[src/sv/art_pkg.sv]
package art_pkg;

	localparam int ADDR_W = 48;
	localparam int LEN_W = 48;
	localparam int PERM_W = 4;
	localparam int SLOT_W = 4;
	localparam int ADDR_BITS = 48;

	localparam int MAX_REGIONS_DEF = 16;
	localparam int PAGE_BYTES_DEF = 4096;

	localparam logic [ADDR_W-1:0] ADDR_MASK = (ADDR_BITS >= ADDR_W) ? {ADDR_W{1'b1}} :
		ADDR_W'((64'd1 << ADDR_BITS) - 64'd1);

	typedef enum logic [1:0] {
		REQ_MAP    = 2'd0,
		REQ_LOOKUP = 2'd1,
		REQ_UNMAP  = 2'd2
	} req_t;

	typedef enum logic [2:0] {
		ST_OK        = 3'd0,
		ST_OVERLAP   = 3'd1,
		ST_FULL      = 3'd2,
		ST_NOT_FOUND = 3'd3,
		ST_PARTIAL   = 3'd4
	} status_t;

	typedef struct packed {
		status_t             status;
		logic                hit;
		logic [SLOT_W-1:0]   slot;
		logic [ADDR_W-1:0]   base;
		logic [LEN_W-1:0]    length;
		logic [PERM_W-1:0]   perm;
	} result_t;

endpackage

[src/sv/address_region_table_unit.sv]
// Table of up to MAX_REGIONS address regions with page-aligned starts. A map item
// rounds its address down to a page, raises its length to one page at least, and
// is refused on any overlap with a stored region or when no slot is free; a lookup
// item returns the region that holds the address; an unmap item removes a region
// only when it names the region's exact start and length. Every item scans all
// slots through the single read port of the table memory, one slot per cycle, and
// no new item is taken until the last one has passed its result on; the next item
// is then taken while that result still sits in the output register. The valid
// marks are cleared at reset, so no clearing pass is needed.
module address_region_table_unit
	import art_pkg::*;
#(
	parameter int MAX_REGIONS = MAX_REGIONS_DEF,
	parameter int PAGE_BYTES = PAGE_BYTES_DEF
) (
	input  logic              clk,
	input  logic              arst_n,
	input  logic              in_valid,
	output logic              in_stall,
	input  logic [1:0]        req_type,
	input  logic [ADDR_W-1:0] addr,
	input  logic [LEN_W-1:0]  length,
	input  logic [PERM_W-1:0] perm,
	output logic              out_valid,
	input  logic              out_stall,
	output logic [2:0]        status,
	output logic              hit,
	output logic [SLOT_W-1:0] slot,
	output logic [ADDR_W-1:0] region_base,
	output logic [LEN_W-1:0]  region_length,
	output logic [PERM_W-1:0] region_perm
);

	localparam int IDX_W = $clog2(MAX_REGIONS);
	localparam int ENT_W = ADDR_W - $clog2(PAGE_BYTES) + LEN_W + PERM_W;

	logic              ram_re;
	logic [IDX_W-1:0]  ram_raddr;
	logic [ENT_W-1:0]  ram_rdata;
	logic              ram_we;
	logic [IDX_W-1:0]  ram_waddr;
	logic [ENT_W-1:0]  ram_wdata;
	logic              res_valid;
	logic              res_take;
	result_t           res;
	logic              out_valid_q;
	result_t           result_q;

	art_ram #(
		.DEPTH (MAX_REGIONS),
		.WIDTH (ENT_W)
	) u_ram (
		.clk   (clk),
		.we    (ram_we),
		.waddr (ram_waddr),
		.wdata (ram_wdata),
		.re    (ram_re),
		.raddr (ram_raddr),
		.rdata (ram_rdata)
	);

	art_scan #(
		.MAX_REGIONS (MAX_REGIONS),
		.PAGE_BYTES  (PAGE_BYTES)
	) u_scan (
		.clk       (clk),
		.arst_n    (arst_n),
		.in_valid  (in_valid),
		.in_stall  (in_stall),
		.req_type  (req_type),
		.addr      (addr),
		.length    (length),
		.perm      (perm),
		.res_valid (res_valid),
		.res_take  (res_take),
		.res       (res),
		.ram_re    (ram_re),
		.ram_raddr (ram_raddr),
		.ram_rdata (ram_rdata),
		.ram_we    (ram_we),
		.ram_waddr (ram_waddr),
		.ram_wdata (ram_wdata)
	);

	assign res_take = !out_valid_q || !out_stall;

	always_ff @(posedge clk or negedge arst_n) begin
		if (!arst_n) begin
			out_valid_q <= 1'b0;
		end else if (res_valid && res_take) begin
			out_valid_q <= 1'b1;
		end else if (!out_stall) begin
			out_valid_q <= 1'b0;
		end
	end

	always_ff @(posedge clk) begin
		if (res_valid && res_take) begin
			result_q <= res;
		end
	end

	assign out_valid = out_valid_q;
	assign status = result_q.status;
	assign hit = result_q.hit;
	assign slot = result_q.slot;
	assign region_base = result_q.base;
	assign region_length = result_q.length;
	assign region_perm = result_q.perm;

endmodule

[src/sv/art_ram.sv]
module art_ram #(
	parameter int DEPTH = 16,
	parameter int WIDTH = 8
) (
	input  logic                     clk,
	input  logic                     we,
	input  logic [$clog2(DEPTH)-1:0] waddr,
	input  logic [WIDTH-1:0]         wdata,
	input  logic                     re,
	input  logic [$clog2(DEPTH)-1:0] raddr,
	output logic [WIDTH-1:0]         rdata
);

	logic [WIDTH-1:0] mem [DEPTH];

	always_ff @(posedge clk) begin
		if (we) begin
			mem[waddr] <= wdata;
		end
	end

	always_ff @(posedge clk) begin
		if (re) begin
			rdata <= mem[raddr];
		end
	end

endmodule

[src/sv/art_scan.sv]
module art_scan
	import art_pkg::*;
#(
	parameter int MAX_REGIONS = MAX_REGIONS_DEF,
	parameter int PAGE_BYTES = PAGE_BYTES_DEF,
	localparam int IDX_W = $clog2(MAX_REGIONS),
	localparam int PAGE_SHIFT = $clog2(PAGE_BYTES),
	localparam int PAGE_W = ADDR_W - PAGE_SHIFT,
	localparam int ENT_W = PAGE_W + LEN_W + PERM_W
) (
	input  logic              clk,
	input  logic              arst_n,
	input  logic              in_valid,
	output logic              in_stall,
	input  logic [1:0]        req_type,
	input  logic [ADDR_W-1:0] addr,
	input  logic [LEN_W-1:0]  length,
	input  logic [PERM_W-1:0] perm,
	output logic              res_valid,
	input  logic              res_take,
	output result_t           res,
	output logic              ram_re,
	output logic [IDX_W-1:0]  ram_raddr,
	input  logic [ENT_W-1:0]  ram_rdata,
	output logic              ram_we,
	output logic [IDX_W-1:0]  ram_waddr,
	output logic [ENT_W-1:0]  ram_wdata
);

	localparam logic [IDX_W-1:0] LAST = IDX_W'(MAX_REGIONS - 1);

	typedef enum logic [1:0] {
		S_IDLE,
		S_SCAN,
		S_WAIT,
		S_FIN
	} state_t;

	state_t             state_q;
	req_t               type_q;
	logic [ADDR_W-1:0]  addr_q;
	logic [LEN_W-1:0]   len_q;
	logic [ADDR_W-1:0]  start_q;
	logic [LEN_W-1:0]   mlen_q;
	logic [ADDR_W:0]    end_q;
	logic [PERM_W-1:0]  perm_q;
	logic [IDX_W-1:0]   idx_q;
	logic               chk_s1;
	logic [IDX_W-1:0]   idx_s1;
	logic               found_q;
	logic [IDX_W-1:0]   fidx_q;
	logic [ADDR_W-1:0]  fbase_q;
	logic [LEN_W-1:0]   flen_q;
	logic [PERM_W-1:0]  fperm_q;
	logic               free_q;
	logic [IDX_W-1:0]   freeidx_q;
	logic               valid_q [MAX_REGIONS];

	logic               accept;
	logic               fire;
	logic [ADDR_W-1:0]  a_m;
	logic [ADDR_W-1:0]  start_c;
	logic [LEN_W-1:0]   mlen_c;
	logic [PAGE_W-1:0]  e_page;
	logic [LEN_W-1:0]   e_len;
	logic [PERM_W-1:0]  e_perm;
	logic [ADDR_W-1:0]  e_base;
	logic [ADDR_W:0]    e_end;
	logic               e_valid;
	logic               match;
	logic               do_map;
	logic               do_unmap;

	assign in_stall = (state_q != S_IDLE);
	assign accept = in_valid && (state_q == S_IDLE);
	assign res_valid = (state_q == S_FIN);
	assign fire = res_valid && res_take;

	assign a_m = addr & ADDR_MASK;
	assign start_c = {a_m[ADDR_W-1:PAGE_SHIFT], {PAGE_SHIFT{1'b0}}};
	assign mlen_c = (length < LEN_W'(PAGE_BYTES)) ? LEN_W'(PAGE_BYTES) : length;

	assign ram_re = (state_q == S_SCAN);
	assign ram_raddr = idx_q;

	assign e_page = ram_rdata[ENT_W-1 -: PAGE_W];
	assign e_len = ram_rdata[PERM_W +: LEN_W];
	assign e_perm = ram_rdata[PERM_W-1:0];
	assign e_base = {e_page, {PAGE_SHIFT{1'b0}}};
	assign e_end = {1'b0, e_base} + {1'b0, e_len};
	assign e_valid = valid_q[idx_s1];

	always_comb begin
		if (type_q == REQ_MAP) begin
			match = e_valid && ({1'b0, start_q} < e_end) && ({1'b0, e_base} < end_q);
		end else begin
			match = e_valid && (addr_q >= e_base) && ({1'b0, addr_q} < e_end);
		end
	end

	assign do_map = fire && (type_q == REQ_MAP) && !found_q && free_q;
	assign do_unmap = fire && (type_q == REQ_UNMAP) && found_q &&
		(addr_q == fbase_q) && (len_q == flen_q);

	assign ram_we = do_map;
	assign ram_waddr = freeidx_q;
	assign ram_wdata = {start_q[ADDR_W-1:PAGE_SHIFT], mlen_q, perm_q};

	always_comb begin
		res = '0;
		res.status = ST_NOT_FOUND;
		unique case (type_q)
			REQ_MAP: begin
				if (found_q) begin
					res.status = ST_OVERLAP;
					res.slot = SLOT_W'(fidx_q);
					res.base = fbase_q;
					res.length = flen_q;
					res.perm = fperm_q;
				end else if (!free_q) begin
					res.status = ST_FULL;
					res.base = start_q;
					res.length = mlen_q;
					res.perm = perm_q;
				end else begin
					res.status = ST_OK;
					res.hit = 1'b1;
					res.slot = SLOT_W'(freeidx_q);
					res.base = start_q;
					res.length = mlen_q;
					res.perm = perm_q;
				end
			end
			REQ_LOOKUP, REQ_UNMAP: begin
				if (found_q) begin
					res.hit = 1'b1;
					res.slot = SLOT_W'(fidx_q);
					res.base = fbase_q;
					res.length = flen_q;
					res.perm = fperm_q;
					if (type_q == REQ_UNMAP &&
						(addr_q != fbase_q || len_q != flen_q)) begin
						res.status = ST_PARTIAL;
					end else begin
						res.status = ST_OK;
					end
				end
			end
			default: begin
				res.status = ST_NOT_FOUND;
			end
		endcase
	end

	always_ff @(posedge clk or negedge arst_n) begin
		if (!arst_n) begin
			state_q <= S_IDLE;
			idx_q <= '0;
			chk_s1 <= 1'b0;
			found_q <= 1'b0;
			free_q <= 1'b0;
			for (int i = 0; i < MAX_REGIONS; i++) begin
				valid_q[i] <= 1'b0;
			end
		end else begin
			chk_s1 <= ram_re;
			unique case (state_q)
				S_IDLE: begin
					if (accept) begin
						state_q <= S_SCAN;
						idx_q <= '0;
						found_q <= 1'b0;
						free_q <= 1'b0;
					end
				end
				S_SCAN: begin
					if (idx_q == LAST) begin
						state_q <= S_WAIT;
					end else begin
						idx_q <= idx_q + 1'b1;
					end
				end
				S_WAIT: begin
					state_q <= S_FIN;
				end
				S_FIN: begin
					if (fire) begin
						state_q <= S_IDLE;
					end
				end
				default: begin
					state_q <= S_IDLE;
				end
			endcase
			if (chk_s1) begin
				if (match && !found_q) begin
					found_q <= 1'b1;
				end
				if (!e_valid && !free_q) begin
					free_q <= 1'b1;
				end
			end
			if (do_map) begin
				valid_q[freeidx_q] <= 1'b1;
			end
			if (do_unmap) begin
				valid_q[fidx_q] <= 1'b0;
			end
		end
	end

	always_ff @(posedge clk) begin
		idx_s1 <= idx_q;
		end_q <= {1'b0, start_q} + {1'b0, mlen_q};
		if (accept) begin
			type_q <= req_t'(req_type);
			addr_q <= a_m;
			len_q <= length;
			start_q <= start_c;
			mlen_q <= mlen_c;
			perm_q <= perm;
		end
		if (chk_s1 && match && !found_q) begin
			fidx_q <= idx_s1;
			fbase_q <= e_base;
			flen_q <= e_len;
			fperm_q <= e_perm;
		end
		if (chk_s1 && !e_valid && !free_q) begin
			freeidx_q <= idx_s1;
		end
	end

endmodule

[config.mk]
export PLATFORM = sky130hd
export DESIGN_NAME = address_region_table_unit
export DESIGN_NICKNAME = d
export VERILOG_FILES = /design/src/sv/art_pkg.sv /design/src/sv/address_region_table_unit.sv /design/src/sv/art_ram.sv /design/src/sv/art_scan.sv
export SDC_FILE = /design/constraint.sdc
export NUM_CORES = 2
export LEC_CHECK = 0
export ABC_AREA = 1
export BUFFER_PORTS_ARGS = -buffer_cell sky130_fd_sc_hd__clkbuf_2
export CORE_MARGIN = 5
export CORE_UTILIZATION = 55
export DETAILED_ROUTE_END_ITERATION = 8
export HOLD_SLACK_MARGIN = 0.08
export PLACE_DENSITY = 0.71
export SYNTH_ARGS = -nofsm -noshare
export SYNTH_HDL_FRONTEND = slang
export SYNTH_HIERARCHICAL = 1
export SYNTH_SLANG_ARGS = --single-unit
[constraint.sdc]
create_clock -name clk -period 7.2 [get_ports clk]
set_input_delay 1.08 -clock clk [delete_from_list [all_inputs] [get_ports clk]]
set_output_delay 1.08 -clock clk [all_outputs]
set_load 0.02 [all_outputs]
==> flow_summary.ini <==
[layout]
nNetsFinal = 8649
stdcell_count = 10600
drive_gt1_share_pct = 8.25
areaGrowthSynthToFinish_pct = 10.8
postLayoutCoreUtil_pct = 61.3

[clock_tree]
ctsRootBufferMaster = sky130_fd_sc_hd__clkbuf_16
clock_insertion_delay_worst_skew_ps = 840
cts_setup_buffers = 0
cts-buffers-inserted = 193
cts_max_level = 4
clock_path_buffers = 3
clk_transition_reported_paths_ps = 70
cts_num_sinks = 1929
tritoncts = built
cts_hold_buf = 0
post_cts_resized = 0

[power_and_ir_drop]
pwrdens_mw_per_mm2 = 365
power.ir.vdd_worst_mv = 0.295
total_leakage_power_uw = 0.0401

[logic_synthesis]
netlist_area_mm2 = 0.0863
edff_count_synth = 1850
synth.yosys.warnings = 6
synthesized_flop_and_latch_total = 1929
synthArstFlopShare_pct = 1.35
synth_area_leader_cell = sky130_fd_sc_hd__edfxtp_1
synth_top_cells_by_area = sky130_fd_sc_hd__edfxtp_1 (64%), sky130_fd_sc_hd__nand2_1 (10%), sky130_fd_sc_hd__nand3_1 (6.6%)
syn_area_cell_um2 = 10.5
synth_seq_area_share_pct = 66.4
post_synth_num_cell_types = 59
synth_cells = 8194
synth_top_flop_cell = sky130_fd_sc_hd__edfxtp_1
yosys_top_cell_area_share_pct = 64.4

[sta]
rsz0062_at_grt = false
holdWs_ps = 373
min_period_over_period_pct = 80.6
setup_violations = 0
final.setup.tns_ps = 0
timing.fmax_ghz = 0.172
min_clock_period_post_route_ps = 5800
pin_slew_with_the_least_headroom_to_its_limit_ps = 1360
fin_worst_skew_ps = 45.0
maxSlewViolCount = 0
final_count_of_hold_timing_violations = 0
setup_ws_ps = 1400
slew_headroom_pct = 8.69

[setup_path]
crit_path_end_kind = flip-flop
critical_path.most_common_cell = sky130_fd_sc_hd__nand2_1
cp.depth = 22
timing_worst_setup_path_type = reg2reg
crit_path_top_delay_cell = sky130_fd_sc_hd__inv_4
critPathTopFamily = compound AO/OA/AOI/OAI gates
critical-path-max-stage-delay_ps = 490
timing.critical_path.cells = ha_1, inv_1, fa_1, o21ai_2, a21oi_2, o21ai_1, a21boi_1, o21ai_1, nand2_1, nand2_1, xnor2_1, ha_1, a21oi_1, nor2_1, a211oi_1, o221ai_1, nand2_1, nand3_1, nor2_1, nand3_1, inv_4, buf_4
crit_path_max_fanout = 39
path_buf_inv = 3
worst-endpoint-required_ps = 7690
reg2reg_depth = 22
crit_path_start_kind = flip-flop
worst-endpoint-arrival_ps = 6290

[routing]
vias_per_cell = 5.68
drt_iter0_markers = 8204
detail-route-antenna-nets = 0
drt_first_pass_iters = 7
drt_wl_total_mm = 255
routed_wire_length_per_instance_um = 24.1
remaining_drc_errors = 0
vias_post_dr = 60000

[global_routing]
first_global_vias = 56100
grt_max_degree = 200
wire_length_of_the_first_global_routing_pass_mm = 370
groute.usage.overall_pct = 30.7
antenna_found_initial = 16
grt.overflow.total = 0

[worst_hold_path]
holdCritPathClass = in2async

[run]
maxCapViolations = 0

[place]
dp_slack_ps = 1490
numPlacedInstances = 10200
place.detailed.hpwl_mm = 156
numPortBuffers = 215
place_congestion = 0.949

[die]
fp-row-count = 145
die_h_um = 406
core_area_mm2 = 0.156
io_pins = 216
die_width_um = 406
initial_utilization_pct = 55.3
fp.dieArea_mm2 = 0.165

[run_status]
outcome = finished clean
worst paths after layout:
kind | start | endpoint | slack, ps
worst max-delay path | u_ram/rdata[52] | u_scan/flen_q[35] | 1400
worst min-delay path | arst_n | out_valid | 370
worst max register to register | u_ram/rdata[52] | u_scan/flen_q[35] | 1400
worst min register to register | u_ram/rdata[1] | u_scan/fperm_q[1] | 420
max in group asynchronous | arst_n | u_scan/found_q | 6150
min in group clk | addr[47] | u_scan/addr_q[47] | 420
per-layer routing:
metal	vias up	routed length, µm	GRT usage, %
met3	506	26600	5.57
li1	27300	-	-
met1	28800	105000	44.6
met5	-	0	0
met4	0	9620	11.0
met2	3369	114000	47.0
sequential cells by signal (all words and copies together), names as in the netlist, 2 cells and up:
signal,cells
u_scan/state_q,2
u_ram/rdata,88
u_scan/fperm_q,4
u_ram/mem,1408
slot,4
u_scan/fbase_q,36
u_scan/ram_waddr,4
u_scan/end_q,49
u_scan/addr_q,48
region_perm,4
u_scan/flen_q,48
region_length,48
u_scan/perm_q,4
u_scan/type_q,2
u_scan/ram_raddr,4
u_scan/mlen_q,48
u_scan/idx_s1,4
region_base,48
u_scan/fidx_q,4
status,3
u_scan/len_q,48
u_scan/valid_q,16
logic make-up after synthesis:
logic type                 Yosys count  share of synthesized area, %
DFF                               1929                          66.4
AOI/OAI and AO/OA                  418                          2.81
adders and majority gates          202                          2.95
buffers and inverters             1760                          8.21
other                                1                       0.00435
and+or+nand+nor                   3755                          18.3
xor gates and xnor gates           129                          1.31
synthesized netlist by cell type (5+ instances only):
library cell                  n
sky130_fd_sc_hd__dfxtp_1     53
sky130_fd_sc_hd__ha_1       200
sky130_fd_sc_hd__nor4_1      27
sky130_fd_sc_hd__nor3_1      19
sky130_fd_sc_hd__or2_2       18
sky130_fd_sc_hd__clkbuf_1   118
sky130_fd_sc_hd__a21oi_1    214
sky130_fd_sc_hd__buf_4       55
sky130_fd_sc_hd__a21o_1       5
sky130_fd_sc_hd__buf_2      191
sky130_fd_sc_hd__nor2_1     196
sky130_fd_sc_hd__a31oi_1     22
sky130_fd_sc_hd__edfxtp_1  1850
sky130_fd_sc_hd__nand2_1   2307
sky130_fd_sc_hd__xnor2_1     69
sky130_fd_sc_hd__a211oi_1    28
sky130_fd_sc_hd__dfrtp_1     26
sky130_fd_sc_hd__o21ai_0     74
sky130_fd_sc_hd__o211ai_1    12
sky130_fd_sc_hd__o21bai_2     8
sky130_fd_sc_hd__xor2_1      60
sky130_fd_sc_hd__buf_1       44
sky130_fd_sc_hd__nand4_1     32
sky130_fd_sc_hd__inv_1     1342
sky130_fd_sc_hd__o21bai_1     5
sky130_fd_sc_hd__o221ai_1     6
sky130_fd_sc_hd__o21ai_1      9
sky130_fd_sc_hd__o21a_1      17
sky130_fd_sc_hd__nand3_1   1136
power breakdown:
part / total (µW) / internal (µW) / switching [µW] / leakage, µW
Sequential: 14600 / 13800 / 815 / 0.0175
Combinational: 10400 / 2990 / 7450 / 0.0196
Clock: 9910 / 5590 / 4310 / 0.00302
Total: 34900 / 22300 / 12600 / 0.0401
cell type report:
| cell class | instances | area [µm²] |
|---|---|---|
| repair buffers | 352 | 2290 |
| well taps | 2058 | 2570 |
| flip-flops and latches | 1929 | 57300 |
| multi-input cells | 4516 | 22100 |
| clock buffers | 239 | 5060 |
| inverters | 1349 | 5100 |
| fillers | 12200 | 60400 |
| diodes | 8 | 20.0 |
| clock inverters | 116 | 1150 |
metrics by stage:
step / instance area [µm²] / power, µW
6_report: 95600 / 34900
5_1_grt: 95600 / 36600
3_3_place_gp: 89400 / 24900
3_5_place_dp: 89400 / 25000
4_1_cts: 95600 / 34900
2_1_floorplan: 86300 / 21300
cells in the final DEF, fill, tap and decap left out, types with 19 or more instances in the layout:
cell type                   count
sky130_fd_sc_hd__inv_1       1340
sky130_fd_sc_hd__clkbuf_1      42
sky130_fd_sc_hd__clkinv_2      33
sky130_fd_sc_hd__xor2_1        60
sky130_fd_sc_hd__nor4_1        27
sky130_fd_sc_hd__dfxtp_1       53
sky130_fd_sc_hd__buf_4        122
sky130_fd_sc_hd__xnor2_1       69
sky130_fd_sc_hd__edfxtp_1    1850
sky130_fd_sc_hd__nand3_1     1136
sky130_fd_sc_hd__clkinv_1      40
sky130_fd_sc_hd__nor3_1        19
sky130_fd_sc_hd__a31oi_1       22
sky130_fd_sc_hd__nand2_1     2307
sky130_fd_sc_hd__dfrtp_1       21
sky130_fd_sc_hd__nand4_1       32
sky130_fd_sc_hd__ha_1         199
sky130_fd_sc_hd__o21ai_0       74
sky130_fd_sc_hd__a21oi_1      213
sky130_fd_sc_hd__a211oi_1      28
sky130_fd_sc_hd__nor2_1       180
sky130_fd_sc_hd__clkbuf_16    195
sky130_fd_sc_hd__clkbuf_2     215
Power figures use the tool's default switching activity.
